==> config.mk <==
export PLATFORM = sky130hd
export DESIGN_NAME = ptw_sub
export DESIGN_NICKNAME = d
export VERILOG_FILES = /design/src/rtl/ptw_pkg.sv /design/src/rtl/ptw_sub.sv
export SDC_FILE = /design/constraint.sdc
export NUM_CORES = 1
export LEC_CHECK = 0
export BUFFER_PORTS_ARGS = -buffer_cell sky130_fd_sc_hd__buf_2
export CAP_MARGIN = 15
export CORE_MARGIN = 2
export CORE_UTILIZATION = 45
export DETAILED_ROUTE_END_ITERATION = 6
export PLACE_DENSITY = 0.81
export SLEW_MARGIN = 20
export SYNTH_ARGS = -nofsm -noshare
export SYNTH_HDL_FRONTEND = slang
export SYNTH_SLANG_ARGS = --single-unit
==> constraint.sdc <==
create_clock -name vclk -period 2.73
set_input_delay 0.273 -clock vclk [all_inputs]
set_output_delay 0.273 -clock vclk [all_outputs]
set_load 0.03 [all_outputs]
==> src/rtl/ptw_pkg.sv <==
// Shared types, constants and helpers for the page-table walker.
// No dependencies; imported by every RTL file of the walker.
package ptw_pkg;

   localparam int TABLE_WORDS       = 4096;
   localparam int ENTRIES_PER_TABLE = 512;
   localparam int TABLE_COUNT       = TABLE_WORDS / ENTRIES_PER_TABLE;
   localparam int WORD_BITS         = $clog2(TABLE_WORDS);
   localparam int TBL_W             = (WORD_BITS > 9) ? WORD_BITS - 9 : 1;
   localparam int ADDR_EXT_W        = 17;

   typedef logic [63:0]          word_type;
   typedef logic [WORD_BITS-1:0] waddr_type;
   typedef logic [TBL_W-1:0]     tbl_type;

   localparam word_type KERNEL_BASE_RESET = 64'hFFFF_8000_0000_0000;
   localparam word_type ALL_ONES          = '1;

   // operation codes
   localparam logic [1:0] OP_WRITE         = 2'd0;
   localparam logic [1:0] OP_TRANSLATE     = 2'd1;
   localparam logic [1:0] OP_MAKE_WRITABLE = 2'd2;

   // status codes
   localparam logic [1:0] ST_WALK    = 2'd0;
   localparam logic [1:0] ST_KERNEL  = 2'd1;
   localparam logic [1:0] ST_ABSENT  = 2'd2;
   localparam logic [1:0] ST_OUTSIDE = 2'd3;

   // register indexes (paddr bit 3)
   localparam logic REG_ROOT  = 1'b0;
   localparam logic REG_KBASE = 1'b1;

   typedef struct packed {
      logic [2:0] root_table_page;
      logic       root_oob;
      word_type   dmap_base;
   } cfg_type;

   typedef struct packed {
      word_type diff;
      logic     borrow;
   } sub_res_type;

   function automatic logic [8:0] va_slice(input word_type va, input logic [1:0] level);
      logic [8:0] s;
      case (level)
         2'd0:    s = va[47:39];
         2'd1:    s = va[38:30];
         2'd2:    s = va[29:21];
         default: s = va[20:12];
      endcase
      return s;
   endfunction

   function automatic waddr_type make_addr(input tbl_type tbl, input logic [8:0] idx);
      logic [TBL_W+8:0] wide;
      wide = {tbl, idx};
      return wide[WORD_BITS-1:0];
   endfunction

endpackage

==> src/rtl/ptw_sub.sv <==
// Shared 64-bit subtract/compare unit: kernel base check and table bound check.
// Depends on ptw_pkg.
module ptw_sub import ptw_pkg::*; (
   input  word_type    a,
   input  word_type    b,
   output sub_res_type res
);

   logic [64:0] full;

   assign full       = {1'b0, a} - {1'b0, b};
   assign res.diff   = full[63:0];
   assign res.borrow = full[64];   // set when a < b

endmodule

==> impl_metrics.yaml, run 1 <==
sta:
  worstEndpointGrtRepair: "res[63]"
  worst-ep-kind: "output port"
placement:
  port_buffers: 193
  place_congestion: 0.950
  hpwl_um: 12900
  placedCellCount: 1053
clock_tree:
  hold_buffers: 0
logic_synthesis:
  synth_compound_gate_area_share_pct: 34.2
  syn_avg_cell_area_um2: 6.82
  syn-cell-area_mm2: 0.00418
  synthCells: 612
  muxShareOfSynthArea_pct: 0
  synth_fa_ha_area_share_pct: 19.7
  yosys.area_share.simple_pct: 20.0
  ys_seq_area_share_pct: 0
  synthXorXnorAreaFrac_pct: 12.6
  synth_nets: 805
  synth_top_family_by_area: "compound AO/OA/AOI/OAI gates"
  synth_cell_types: 73
  ys_warn_count: 0
status:
  lastStage: "global routing"
  stop_error: "[ERROR GRT-0232] Routing congestion too high. Check the congestion heatmap in the GUI."
  status: "did not finish"
die:
  initial_core_util_pct: 45.8
  pin_count: 193
  rows: 35
  fp.dieH_um: 100
  fp.dieW_um: 100
global_routing:
  track_usage_pct: 77.7
  grt_max_degree: 11
  grt-ovfl-total: 141
-- layer usage --
metal / global-route usage (%) / overflow
met5: 7.18 / 0
met4: 91.6 / 58
met1: 72.3 / 2
met2: 98.3 / 77
met3: 58.9 / 4
-- metrics by stage --
stage | setup slack (ns) | hold slack [ns] | instance area (µm²) | util [%]
4_1_cts | -0.392 | 0.942 | 7720 | 84.8
3_5_place_dp | -0.537 | 0.942 | 6500 | 71.4
3_3_place_gp | -0.528 | 0.944 | 6500 | 71.4
2_1_floorplan | -0.135 | 0.758 | 4400 | -
-- timing repair --
action	4_1_cts
pin swaps	78
endpoints found under the setup margin	39
setup buffers	32
resized for setup	210
gates cloned	0
-- synth_stat cells (6+ instances only) --
master     n  area, µm²
inv_1     84        315
a21oi_1   66        330
ha_1      64        801
nand2_1   49        184
xnor2_1   41        359
nor2_1    37        139
a21o_1    29        218
nand4_1   24        150
o21ai_0   21        105
xor2_1    19        166
nand3_1   17       85.1
o21bai_1  11       82.6
nor3_1     9       45.0
clkbuf_8   8        110
o21ai_1    8       40.0
a31oi_1    7       43.8
buf_2      7       35.0
nor2b_1    6       37.5
o21a_1     6       45.0
-- kinds of logic after synthesis --
group                      after synthesis
and+or+nand+nor                        170
buffers and inverters                  111
adders and majority gates               65
AOI/OAI and AO/OA                      206
xor gates and xnor gates                60
==> inputs of run 2 (changes only) <==
Settings changed: CORE_UTILIZATION 45 to 30, PLACE_DENSITY 0.81 to unset, PLACE_DENSITY_LB_ADDON set to 0.15.
Clock period 2.73 ns to 3.5 ns, I/O delays scaled along.
==> run 2 against run 1 <==
Compared with the run above:
- the flow now finishes without violations
- synthesized area unchanged
- synthesized cell count did not move
==> impl_metrics.yaml, run 2 <==
global_routing:
  use_met1_pct: 23.8
  grt_pass1_wl_um: 21900
  met2_usage_pct: 31.7
  top_usage_layer: "met2"
  grt_pass1_vias: 4778
  met3_usage_pct: 0.468
  track_usage_pct: 17.3
  antenna_found_initial: 0
  grt_max_degree: 11
  grt-ovfl-total: 0
sta:
  fin_crit_ns: 3.41
  holdWs_ns: 1.10
  setup_viol: 0
  max_slew.worst_pin.slew_ns: 0.508
  max_slew_margin_pct: 65.9
  drv_slew: 0
  max_freq_mhz: 294
  finalHoldViolCount: 0
  setup_tns_ns: 0
  fin_crit_sh_pct: 97.3
power_and_ir_drop:
  powerDensity_mw_per_mm2: 261
  peakVddDrop_v: 0.000134
  leakagePower_nw: 2.95
  power_w: 0.00144
logic_synthesis:
  ys_seq_area_share_pct: 0
  synth_cell_types: 73
  synth_top_area_share_pct: 19.2
  synth_nets: 805
  synth_commonest_cells: "84 x inv_1, 66 x a21oi_1, 64 x ha_1"
  yosys.area_share.simple_pct: 20.0
  synthXorXnorAreaFrac_pct: 12.6
  synth_compound_gate_area_share_pct: 34.2
  yosys-top-cells-area: "ha_1 19%, xnor2_1 8.6%, a21oi_1 7.9%"
  synth_fa_ha_area_share_pct: 19.7
  yosysMostFrequentCell: "inv_1"
  ys_warn_count: 0
  synth_top_family_by_area: "compound AO/OA/AOI/OAI gates"
  syn_avg_cell_area_um2: 6.82
  synthCells: 612
  synth_top_cell_by_area: "ha_1"
  syn-cell-area_mm2: 0.00418
  muxShareOfSynthArea_pct: 0
finish:
  finalNonFillerCells: 995
  area_growth_pct: 32.3
  n_fill_cell: 1549
  final_cell_mix: "187 x buf_2, 84 x inv_1, 65 x a21oi_1"
  antennaDiodeCount: 0
  nClkBuffers: 0
  mostFrequentLayoutCell: "buf_2"
  ff_latch_area_um2: 0
  final_area_mm2: 0.00552
  layout-drive-gt1-share_pct: 34.1
  seq_cell_count: 0
  fin_nets: 1010
  multiInputGateArea_mm2: 0.00372
routing:
  drc_errors: 0
  postRouteWirelength_um: 13600
  wire_per_inst_um: 13.7
  ant_nets: 0
  initialDrtViolationCount: 177
  viasPerCell: 4.99
  num_vias: 4961
  drt_pass1_iterations: 4
setup_path:
  critPathKind: "input pin to output pin"
  worst_ep_required_time_ns: 3.15
  crit_path_start_kind: "input pin"
  crit_fanout: 3
  cp-end-kind: "output pin"
  arrival_ns: 3.06
placement:
  place_congestion: 0.842
  port_buffers: 193
  placedCellCount: 986
  hpwl_um: 12000
  placedInstanceArea_mm2: 0.00533
die:
  initial_core_util_pct: 30.4
  rows: 43
  die_area_mm2: 0.0149
  fp.dieH_um: 122
  core_area_mm2: 0.0137
  fp.dieW_um: 122
  pin_count: 193
min_path:
  min_path_type: "input pin to output pin"
  holdPathEnd: "res[1]"
  worst_hold_startpoint: "b[0]"
  timing.hold.worst_path_depth: 4
clock_tree:
  hold_buffers: 0
flow_run:
  cap_violations: 0
status:
  status: "finished, final reports clean"
-- run 2: cell counts after synthesis --
Identical to the previous run, type by type.
-- run 2: cell families (layout without fill, tap and decap cells) --
| kind of cell | Yosys count | in the layout |
|---|---|---|
| simple gates | 170 | 170 |
| xor+xnor | 60 | 60 |
| buf+inv | 111 | 314 |
| fa+ha+maj | 65 | 65 |
| compound gates | 206 | 206 |
-- run 2: per-layer routing --
layer  up-vias  wire length [µm]
li1       2577                 -
met1      2244              6340
met2       134              6620
met3         6               580
met4         0                70
met5         -                 0
-- run 2: critical path, stage by stage --
cell and delay (ns):
buf_2 0.07, inv_1 0.03, ha_2 0.19, fa_2 0.39
nor2b_4 0.16, o31ai_4 0.09, a31oi_4 0.23, o211ai_2 0.14
a21oi_2 0.18, o21ai_2 0.11, o21ai_2 0.22, a21oi_1 0.10
or4_1 0.56, buf_4 0.20
-- run 2: power breakdown --
part,switching [W],internal [W]
clock,0,0
combinational,0.000905,0.000539
sequential,0,0
total,0.000905,0.000539
-- run 2: per-stage QoR --
stage          util [%]  setup slack (ns)
2_1_floorplan         -            0.0405
3_3_place_gp       38.8           -0.0168
3_5_place_dp       38.8           -0.0748
4_1_cts            39.0            0.0317
5_1_grt            40.3           -0.0191
6_report           40.3            0.0936
-- run 2: final cells by class --
type / count / share of cell area (%)
inverter: 84 / 5.71
tap: 180 / 4.08
multi-input combinational: 501 / 67.4
timing repair buffer: 230 / 22.8
-- run 2: worst max-delay path by stage --
stage / cells after the start / endpoint / start
2_1_floorplan: 13 / res[59] / a[0]
3_3_place_gp: 16 / res[59] / a[0]
3_5_place_dp: 16 / res[63] / a[0]
4_1_cts: 16 / res[59] / a[0]
5_1_grt: 15 / res[61] / a[0]
6_report: 14 / res[43] / a[0]
-- run 2: timing repair --
| action | 4_1_cts | 5_1_grt |
|---|---|---|
| pin swaps | 2 | 19 |
| endpoints found under the hold margin | 0 | 0 |
| cloned | 0 | 0 |
| endpoints found under the setup margin | 7 | 15 |
| buffers inserted | 1 | 8 |
| gates resized for setup | 7 | 23 |
(Power assumes the default switching activity.)
