File: src/rtl/ptw_pkg.sv
// Shared types, constants and helpers for the page-table walker.
// No dependencies; imported by every RTL file of the walker.
package ptw_pkg;

   localparam int TABLE_WORDS       = 4096;
   localparam int ENTRIES_PER_TABLE = 512;
   localparam int TABLE_COUNT       = TABLE_WORDS / ENTRIES_PER_TABLE;
   localparam int WORD_BITS         = $clog2(TABLE_WORDS);
   localparam int TBL_W             = (WORD_BITS > 9) ? WORD_BITS - 9 : 1;
   localparam int ADDR_EXT_W        = 17;

   typedef logic [63:0]          word_type;
   typedef logic [WORD_BITS-1:0] waddr_type;
   typedef logic [TBL_W-1:0]     tbl_type;

   localparam word_type KERNEL_BASE_RESET = 64'hFFFF_8000_0000_0000;
   localparam word_type ALL_ONES          = '1;

   // operation codes
   localparam logic [1:0] OP_WRITE         = 2'd0;
   localparam logic [1:0] OP_TRANSLATE     = 2'd1;
   localparam logic [1:0] OP_MAKE_WRITABLE = 2'd2;

   // status codes
   localparam logic [1:0] ST_WALK    = 2'd0;
   localparam logic [1:0] ST_KERNEL  = 2'd1;
   localparam logic [1:0] ST_ABSENT  = 2'd2;
   localparam logic [1:0] ST_OUTSIDE = 2'd3;

   // register indexes (paddr bit 3)
   localparam logic REG_ROOT  = 1'b0;
   localparam logic REG_KBASE = 1'b1;

   typedef struct packed {
      logic [2:0] root_table_page;
      logic       root_oob;
      word_type   dmap_base;
   } cfg_type;

   typedef struct packed {
      word_type diff;
      logic     borrow;
   } sub_res_type;

   function automatic logic [8:0] va_slice(input word_type va, input logic [1:0] level);
      logic [8:0] s;
      case (level)
         2'd0:    s = va[47:39];
         2'd1:    s = va[38:30];
         2'd2:    s = va[29:21];
         default: s = va[20:12];
      endcase
      return s;
   endfunction

   function automatic waddr_type make_addr(input tbl_type tbl, input logic [8:0] idx);
      logic [TBL_W+8:0] wide;
      wide = {tbl, idx};
      return wide[WORD_BITS-1:0];
   endfunction

endpackage

File: src/rtl/ptw_csr.sv
// APB-style configuration registers: root table page and kernel base.
// Depends on ptw_pkg.
module ptw_csr import ptw_pkg::*; (
   input  logic       clock,
   input  logic       reset,
   input  logic       psel,
   input  logic       penable,
   input  logic       pwrite,
   input  logic [3:0] paddr,
   input  word_type   pwdata,
   output word_type   prdata,
   output logic       pready,
   output cfg_type    cfg
);

   logic [2:0] root_ff;
   logic [2:0] root_in;
   word_type   kbase_ff;
   word_type   kbase_in;
   logic       wr;
   word_type   root_wide;

   assign pready = 1'b1;
   assign wr     = psel && penable && pwrite && pready;

   always_comb begin
      root_in  = root_ff;
      kbase_in = kbase_ff;
      if (wr) begin
         unique case (paddr[3])
            REG_ROOT:  root_in  = pwdata[2:0];
            REG_KBASE: kbase_in = pwdata;
            default:   ;
         endcase
      end
   end

   always_ff @(posedge clock) begin
      if (reset) begin
         root_ff  <= '0;
         kbase_ff <= KERNEL_BASE_RESET;
      end else begin
         root_ff  <= root_in;
         kbase_ff <= kbase_in;
      end
   end

   always_comb begin
      unique case (paddr[3])
         REG_ROOT:  prdata = {61'd0, root_ff};
         REG_KBASE: prdata = kbase_ff;
         default:   prdata = '0;
      endcase
   end

   assign root_wide           = {61'd0, root_ff};
   assign cfg.root_table_page = root_ff;
   assign cfg.root_oob        = (root_wide >= 64'(TABLE_COUNT));
   assign cfg.dmap_base       = kbase_ff;

endmodule

File: config.mk
export PLATFORM = sky130hd
export DESIGN_NAME = ptw_csr
export DESIGN_NICKNAME = d
export VERILOG_FILES = /design/src/rtl/ptw_pkg.sv /design/src/rtl/ptw_csr.sv
export SDC_FILE = /design/constraint.sdc
export NUM_CORES = 1
export LEC_CHECK = 0
export BUFFER_PORTS_ARGS = -buffer_cell sky130_fd_sc_hd__buf_2
export CAP_MARGIN = 40
export CORE_ASPECT_RATIO = 0.6
export CORE_MARGIN = 2
export CORE_UTILIZATION = 39
export DETAILED_ROUTE_END_ITERATION = 8
export PLACE_DENSITY_LB_ADDON = 0.15
export SETUP_SLACK_MARGIN = 0.4
export SYNTH_ARGS = -nofsm -noshare
export SYNTH_HDL_FRONTEND = slang
export SYNTH_SLANG_ARGS = --single-unit
File: constraint.sdc
create_clock -name clock -period 0.9 [get_ports clock]
set_input_delay 0.18 -clock clock [delete_from_list [all_inputs] [get_ports clock]]
set_output_delay 0.18 -clock clock [all_outputs]
set_load 0.01 [all_outputs]
==> impl_metrics.py, run 1 <==
metrics = {
    "clock_tree": {
        "cts_max_path_buffers": 2,
        "htreeDepth": 3,
        "numCtsBuffers": 9,
        "clkTransAtPathRegs_ns": 0.05,
        "cts-root-buf": "clkbuf_16",
        "cts_tree": "built",
        "clkLatencyLatePin_ns": 0.33,
        "clkSinkCount": 67,
    },
    "cells_and_area": {
        "nFillCells": 496,
        "synthToLayoutAreaGrowth_pct": 108,
        "antenna_cells": 0,
        "layout_commonest_cell": "buf_6",
        "drive_gt1_share_pct": 70.0,
        "stdcell_count": 773,
        "final_nets": 729,
        "most-common-layout-cells": "buf_6, nand2b_1, mux2i_1",
    },
    "worst_setup_path": {
        "r2r-start": "kbase_ff[37]$_SDFFE_PP0P_",
        "critical_path.startpoint_type": "flip-flop",
        "worstPathRequired_ns": 0.72,
        "rrSetupSlack_ns": 0.08,
        "r2r-end": "kbase_ff[37]$_SDFFE_PP0P_",
        "path_max_fanout": 2,
        "endpoint": "prdata[0]",
        "cp.arrival_ns": 1.05,
        "rr_worst_depth": 4,
        "path_class": "reg2out",
        "crit_start": "root_ff[0]$_SDFFE_PP0P_",
        "cp-end-kind": "output port",
    },
    "global_route": {
        "antenna_found_initial": 0,
        "grtUsageMet2_pct": 40.1,
        "busiest_layer": "met2",
        "grt_use_met1_pct": 26.6,
        "grt_pass1_vias": 3392,
        "grt.overflow.total": 0,
        "grt_pass1_wl_microns": 17400,
        "grt_use_total_pct": 22.8,
        "grtUsageMet3_pct": 6.56,
        "grt_max_degree": 51,
    },
    "power_and_ir_drop": {
        "p_switching_uw": 1880,
        "p_leak_uw": 0.00325,
        "powerDensity_mw_per_mm2": 1170,
        "pwr-share-seq_pct": 37.1,
        "switching_share_pct": 22.5,
        "clock_power_share_pct": 46.0,
        "combPwrFrac_pct": 17.0,
        "peakVddDrop_mv": 0.841,
        "power.internal_uw": 6480,
    },
    "floorplanning": {
        "die_y_microns": 76.7,
        "ios": 206,
        "die_w_microns": 125,
        "initial_core_util_pct": 40.3,
        "fp-row-count": 26,
        "dieArea_sq_mm": 0.00960,
        "design.core.area_sq_mm": 0.00852,
    },
    "worst_hold_path": {
        "min_path_cells": 3,
        "min_path_type": "in2reg",
        "hold_start": "pwdata[11]",
    },
    "sta": {
        "rsz0062_at_grt": "true",
        "fin_crit_sh_pct": 137,
        "finalSetupViolCount": 131,
        "fin_crit_ns": 1.23,
        "fin_worst_skew_ns": 0,
        "final_hold_viol_count": 0,
        "drv_slew": 0,
        "setup_slack_ns": -0.332,
        "max_freq_ghz": 0.811,
    },
    "yosys": {
        "syn-num-nets": 436,
        "ys_types": 14,
        "syn_area_sq_mm": 0.00344,
        "seq_area_frac_synth_pct": 39.0,
        "syn_inst": 363,
        "syn_avg_cell_area_sq_um": 9.47,
        "ys_seq_elements": 67,
        "ys_warn_count": 0,
    },
    "status": {
        "outcome": "complete, but fails checks",
        "violations": "negative setup slack",
    },
    "detailed_routing": {
        "avgRoutedWirePerCell_microns": 15.8,
        "ant_nets": 0,
        "vias": 3598,
        "viasPerCell": 4.65,
        "drtPass1Iterations": 4,
        "drt_wl_total_microns": 12200,
        "drtIter0Drc": 88,
        "drc": 0,
    },
    "placement": {
        "io_buffers": 200,
        "gp_congestion": 0.786,
        "placed_cells": 664,
        "place_hpwl_microns": 6460,
        "pre_cts_ws_ns": -0.305,
    },
    "flow_run": {
        "maxCapViolCount": 0,
    },
}
## through the flow
| step | total power, uW | cell area, sq um | setup TNS, ns | hold WS, ns | utilization, % |
|---|---|---|---|---|---|
| floorplan | 3740 | 3680 | -1.13 | 0.328 | - |
| global placement | 4070 | 4720 | -25.00 | 0.434 | 55.4 |
| detailed placement | 4080 | 4720 | -28.23 | 0.443 | 55.4 |
| CTS | 8290 | 6490 | -18.88 | 0.0930 | 76.2 |
| global route | 8640 | 7160 | -25.87 | 0.105 | 84.0 |
| finish | 8360 | 7160 | -23.10 | 0.0967 | 84.0 |
## worst min path at each step
stage                                     end  slack, ns
CTS                  kbase_ff[5]$_SDFFE_PP0P_       0.09
floorplan           kbase_ff[42]$_SDFFE_PP0P_       0.33
detailed placement  kbase_ff[45]$_SDFFE_PP0P_       0.44
finish              kbase_ff[11]$_SDFFE_PP0P_        0.1
global placement    kbase_ff[58]$_SDFFE_PP1P_       0.43
global route         kbase_ff[7]$_SDFFE_PP0P_       0.11
## worst max-delay path, cell delays in order (launching register included)
cell and delay, ns:
dfxtp_2 0.32, mux2_4 0.28, buf_6 0.12
## cell usage after synthesis, drive strengths merged
master,instances,area [sq um]
nand4b,1,8.76
and4,1,11.3
conb,2,7.51
mux2i,67,671
clkbuf,16,60.1
and2,61,382
mux2,3,33.8
nor2,34,128
buf,14,186
dfxtp,67,1340
nand2b,97,607
## power groups by stage
stage / combinational, uW / clock (uW) / sequential, uW
global placement: 919 / 0 / 3150
floorplan: 565 / 0 / 3170
global route: 1510 / 4020 / 3100
CTS: 1270 / 3910 / 3110
detailed placement: 931 / 0 / 3150
finish: 1420 / 3840 / 3100
## layout make-up
cell class	instances	area, sq um	share of cell area (%)
clock inverters	5	75.1	1.05
repair buffers	312	3220	44.9
multi-input cells	266	2030	28.4
flip-flops and latches	67	1440	20.2
well taps	112	140	1.96
clock buffers	11	253	3.53
## repair_timing
action | in CTS | in global routing
gates resized for setup | 229 | 57
setup buffers | 27 | 59
gates cloned | 7 | 0
pin swaps | 3 | 4
hold buffers | 0 | 0
endpoints found under the setup margin | 198 | 198
## cell families after synthesis
kind of cell / share of synthesized area [%]
simple gates: 33.1
mux: 20.5
other cells: 0.219
buf+inv: 7.17
flops: 39.0
## per-layer routing
metal  up-vias  part of all wire [%]  wire [microns]
met3        20                   6.1             750
met2       131                    51            6270
li1       1743                     -               -
met1      1704                    41            4990
met5         -                     0               0
met4         0                   1.7             208
## registers in the layout, summed over array words and instances, names as in the netlist
| register | flops |
|---|---|
| root_ff | 3 |
| kbase_ff | 64 |
(Power assumes the default switching activity.)
==> run 2: changes to the inputs <==
Settings changed: CORE_UTILIZATION 39 to 47, TNS_END_PERCENT set to 50.
Clock period 0.9 ns to 1.6 ns, I/O delays scaled along.
==> impl_metrics.py, run 2 (synthesis results as in run 1) <==
metrics = {
    "detailed_routing": {
        "wl_met1_microns": 3990,
        "met3WireLength_microns": 587,
        "drtPass1Iterations": 4,
        "viasPerCell": 4.69,
        "drt_wl_total_microns": 9300,
        "ant_nets": 0,
        "avgRoutedWirePerCell_microns": 13.9,
        "top_layer_used": "met4",
        "wl_met2_microns": 4670,
        "drtIter0Drc": 104,
        "vias": 3132,
        "drc": 0,
    },
    "cells_and_area": {
        "largest-register": "kbase_ff",
        "largestRegisters": "kbase_ff (64), root_ff (3)",
        "drive_gt1_share_pct": 57.0,
        "post-route-cell-area_sq_mm": 0.00525,
        "layout_commonest_cell": "buf_2",
        "nFillCells": 543,
        "largest_reg_flops": 64,
        "final_nets": 646,
        "most-common-layout-cells": "buf_2, nand2b_1, mux2i_1",
        "synthToLayoutAreaGrowth_pct": 52.7,
        "stdcell_count": 668,
        "antenna_cells": 0,
    },
    "clock_tree": {
        "numCtsBuffers": 9,
        "clkLatencyLatePin_ns": 0.32,
        "cts_hold_buf": 0,
        "cts_tree": "built",
        "htreeDepth": 3,
        "cts-root-buf": "clkbuf_16",
        "clkTransAtPathRegs_ns": 0.06,
        "cts_max_path_buffers": 2,
        "clkSinkCount": 67,
    },
    "floorplanning": {
        "die_y_microns": 70.2,
        "design.core.area_sq_mm": 0.00718,
        "fp-row-count": 24,
        "die_w_microns": 114,
        "ios": 206,
        "initial_core_util_pct": 47.9,
        "dieArea_sq_mm": 0.00803,
    },
    "worst_setup_path": {
        "rr_worst_depth": 4,
        "path_class": "reg2out",
        "worstPathRequired_ns": 1.28,
        "cp.arrival_ns": 1.04,
        "r2r-start": "kbase_ff[37]$_SDFFE_PP0P_",
        "critical_path.startpoint_type": "flip-flop",
        "path_max_fanout": 3,
        "r2r-end": "kbase_ff[37]$_SDFFE_PP0P_",
        "cp-end-kind": "output port",
        "rrSetupSlack_ns": 0.77,
    },
    "power_and_ir_drop": {
        "switching_share_pct": 22.8,
        "powerDensity_mw_per_mm2": 797,
        "power.internal_uw": 3230,
        "p_switching_uw": 956,
        "pwr-share-seq_pct": 41.6,
        "combPwrFrac_pct": 13.5,
        "p_leak_uw": 0.00249,
        "peakVddDrop_mv": 0.508,
        "clock_power_share_pct": 44.9,
    },
    "global_route": {
        "grt_max_degree": 47,
        "grt_pass1_wl_microns": 14000,
        "grt_pass1_vias": 3040,
        "antenna_found_initial": 0,
        "grt.overflow.total": 0,
        "grt_use_total_pct": 21.6,
    },
    "sta": {
        "fin_worst_skew_ns": 0,
        "final_hold_viol_count": 0,
        "fin_crit_ns": 1.36,
        "fin_tns_setup_ns": 0,
        "rsz0062_at_grt": "true",
        "finalSetupViolCount": 0,
        "fin_crit_sh_pct": 85.2,
        "drv_slew": 0,
        "max_freq_ghz": 0.734,
    },
    "placement": {
        "placed_area_sq_mm": 0.00442,
        "io_buffers": 200,
        "placed_cells": 631,
        "gp_congestion": 0.777,
        "place_hpwl_microns": 5970,
    },
    "worst_hold_path": {
        "hold_start": "pwdata[42]",
        "min_path_cells": 3,
        "min_path_type": "in2reg",
        "min_to": "kbase_ff[42]$_SDFFE_PP0P_",
    },
    "flow_run": {
        "maxCapViolCount": 0,
    },
    "status": {
        "outcome": "finished, final reports clean",
    },
}
[run 2: changes by cell type in the layout (fill, tap and decap cells not counted), moves of 7 or more]
cell     before  now
buf_6       196   24
buf_2        65  176
and2_1        0   41
and2_4       61   20
buf_4        30   18
dfxtp_4       7    0
[run 2: repair_timing]
action,in CTS,in global routing
gates resized for setup,47,76
setup endpoints to repair,64,68
cloned,2,2
buffers inserted,10,8
pin swaps,0,0
[run 2: power groups by stage]
stage	sequential [uW]	clock, uW	combinational, uW
after detailed placement	1770	0	460
final	1740	1880	566
after floorplan	1780	0	260
after global routing	1740	2000	611
after global placement	1770	0	450
after CTS	1740	1920	502
[run 2: layout make-up]
class	instances	area, sq um	area share, %
multi-input combinational	266	1910	36.4
timing repair buffer	229	1530	29.1
sequential	67	1420	27.1
clock buffer	12	236	4.51
tap	91	114	2.17
clock inverter	3	40.0	0.763
[run 2: metal layers]
metal  track usage (%)  up-vias
met2              38.1      115
li1                  -     1559
met4              6.64        0
met5                 0        -
met1              25.6     1452
met3              5.56        6
[run 2: worst max-delay path by stage]
stage                                        start                   endpoint  slack (ns)
after floorplan                           paddr[3]                 prdata[10]        0.40
after global placement                    paddr[3]  kbase_ff[23]$_SDFFE_PP0P_        0.17
after detailed placement                  paddr[3]  kbase_ff[10]$_SDFFE_PP0P_        0.08
after CTS                 kbase_ff[1]$_SDFFE_PP0P_                  prdata[1]        0.23
after global routing       root_ff[1]$_SDFFE_PP0P_                  prdata[1]        0.21
final                      root_ff[1]$_SDFFE_PP0P_                  prdata[1]        0.24
[run 2: per-stage QoR]
step	total power, uW	worst slack [ns]	util (%)	hold slack (ns)
finish	4180	0.237	73.1	0.251
global placement	2220	0.167	61.6	0.465
detailed placement	2230	0.0754	61.6	0.474
global route	4350	0.207	73.1	0.251
floorplan	2040	0.404	-	0.475
CTS	4160	0.227	68.6	0.241
[run 2: critical path, stage by stage, from the launching register on]
cell and delay, ns:
dfxtp_2 0.33, mux2_4 0.27, buf_6 0.12
==> run 3: changes to the inputs <==
Settings changed: ABC_AREA set to 1, CORE_UTILIZATION 47 to 46.
==> impl_metrics.py, run 3 <==
metrics = {
    "status": {
        "violations": "design-rule violations",
        "outcome": "complete, but fails checks",
    },
    "worst_hold_path": {
        "min_path_type": "in2reg",
        "hold_start": "pwdata[56]",
    },
    "detailed_routing": {
        "drtPass1Iterations": 7,
        "drtIter0Drc": 232,
        "avgRoutedWirePerCell_microns": 11.8,
        "drc": 12,
        "ant_nets": 0,
        "vias": 3766,
        "drt_wl_total_microns": 9710,
        "viasPerCell": 4.56,
    },
    "floorplanning": {
        "design.core.area_sq_mm": 0.00679,
        "fp-row-count": 23,
        "die_w_microns": 113,
        "initial_core_util_pct": 48.3,
        "die_y_microns": 69.4,
        "ios": 206,
        "dieArea_sq_mm": 0.00784,
    },
    "cells_and_area": {
        "antenna_cells": 0,
        "largest-register": "kbase_ff",
        "most-common-layout-cells": "buf_2, nand2_1, inv_1, nor2_1, nand3_1",
        "final_nets": 807,
        "synthToLayoutAreaGrowth_pct": 53.5,
        "post-route-cell-area_sq_mm": 0.00503,
        "drive_gt1_share_pct": 43.8,
        "largest_reg_flops": 64,
        "largestRegisters": "kbase_ff (64), root_ff (3)",
        "layout_commonest_cell": "buf_2",
    },
    "yosys": {
        "ys_seq_elements": 67,
        "async_flop_share_pct": 0,
        "yosysMostFrequentCell": "nand2_1",
        "synth_ff_type": "dfxtp_1",
        "ys_types": 15,
        "netlist_top_cells_count": "nand2_1, inv_1, nor2_1",
        "yosysTopAreaCellShare_pct": 40.9,
        "ys_warn_count": 0,
        "syn_avg_cell_area_sq_um": 6.06,
        "synth_edf_count": 0,
        "synth_area_leaders": "dfxtp_1, nand2_1, inv_1",
        "syn_area_sq_mm": 0.00328,
        "syn-num-nets": 614,
        "syn_inst": 541,
        "yosys.area.top_type": "dfxtp_1",
        "seq_area_frac_synth_pct": 40.9,
    },
    "clock_tree": {
        "clkTransAtPathRegs_ns": 0.06,
        "cts-root-buf": "clkbuf_16",
        "htreeDepth": 3,
        "cts_tree": "built",
        "clkLatencyLatePin_ns": 0.32,
        "clkSinkCount": 67,
        "cts_max_path_buffers": 2,
        "numCtsBuffers": 9,
    },
    "worst_setup_path": {
        "critPathMaxStageDelay_ns": 0.33,
        "r2r-start": "root_ff[1]$_SDFFE_PP0P_",
        "path_class": "reg2out",
        "critPathSlowestCell": "dfxtp_2",
        "rrSetupSlack_ns": 0.90,
        "cp_cell_sequence": "buf_4, buf_2",
        "cp-end-kind": "output port",
        "cp.buffers_inverters": 2,
        "cp.arrival_ns": 0.91,
        "crit_start": "root_ff[2]$_SDFFE_PP0P_",
        "critical_path.startpoint_type": "flip-flop",
        "worstPathRequired_ns": 1.28,
        "path_max_fanout": 3,
        "cp_top_family": "flip-flops",
    },
    "global_route": {
        "grt_pass1_wl_microns": 15100,
        "grt.overflow.total": 0,
        "grt_use_total_pct": 23.6,
        "antenna_found_initial": 0,
        "grt_max_degree": 43,
        "grt_pass1_vias": 3338,
    },
    "sta": {
        "max_freq_ghz": 0.812,
        "fin_tns_setup_ns": 0,
        "fin_crit_sh_pct": 77.0,
        "fin_worst_skew_ns": 0,
        "rsz0062_at_grt": "true",
        "drv_slew": 0,
        "fin_crit_ns": 1.23,
        "final_hold_viol_count": 0,
        "worst_hold_slack_ns": 0.200,
        "finalSetupViolCount": 0,
    },
    "power_and_ir_drop": {
        "powerDensity_mw_per_mm2": 905,
        "peakVddDrop_mv": 0.475,
        "p_leak_uw": 0.00319,
    },
    "placement": {
        "place_hpwl_microns": 6530,
        "gp_congestion": 0.766,
        "io_buffers": 200,
        "placed_area_sq_mm": 0.00437,
    },
    "flow_run": {
        "maxCapViolCount": 0,
    },
}
==> run 3: worst paths after layout <==
check                              endpoint  depth (start not counted)
setup reg to reg    root_ff[1]$_SDFFE_PP0P_                          3
setup / recovery                    cfg[67]                          2
hold / removal    kbase_ff[56]$_SDFFE_PP1P_                          3
hold reg to reg   kbase_ff[61]$_SDFFE_PP1P_                          2
==> run 3: logic make-up after synthesis <==
| logic type | synth area share (%) |
|---|---|
| flip-flops | 40.9 |
| buffers and inverters | 18.0 |
| AND/OR/NAND/NOR | 40.8 |
| other | 0.229 |
==> run 3: final cells by class <==
class                           count  area (sq um)
Fill cell                         565          1760
Sequential cell                    67          1420
Multi-Input combinational cell    329          1390
Timing Repair Buffer              216          1370
Inverter                          111           419
Clock buffer                        9           225
Tap cell                           87           109
Clock inverter                      7           101
==> run 3: metrics by stage <==
step	setup WS [ns]	instances	utilization (%)	total power (uW)
after floorplan	0.398	541	-	2140
after global placement	0.159	803	64.4	2370
after detailed placement	0.159	803	64.4	2390
after CTS	0.369	822	71.9	4560
after global routing	0.322	826	74.1	4740
final	0.368	826	74.1	4560
==> run 3: where the power goes <==
part | switching [uW] | internal (uW) | leakage, uW
clock | 747 | 1370 | 0.000152
sequential | 45.4 | 1740 | 0.000561
combinational | 356 | 294 | 0.00248
total | 1150 | 3410 | 0.00319
==> run 3: routing by layer <==
metal	global-route usage, %	part of all wire [%]
met2	42.6	50
met4	6.23	1.1
met3	7.17	7.7
met1	27.2	41
met5	0	0
==> run 3: tightest hold or removal path, delay by kind of cell <==
kind | cells | cell delay [ns]
buffers and inverters | 1 | 0.07
AND/OR/NAND/NOR | 2 | 0.10
==> run 3: what timing repair did <==
action | CTS | global route
endpoints found under the setup margin | 64 | 70
cloned | 3 | 1
setup buffers | 0 | 3
hold buffers | 0 | 0
pin swaps | 0 | 2
gates resized for setup | 54 | 49
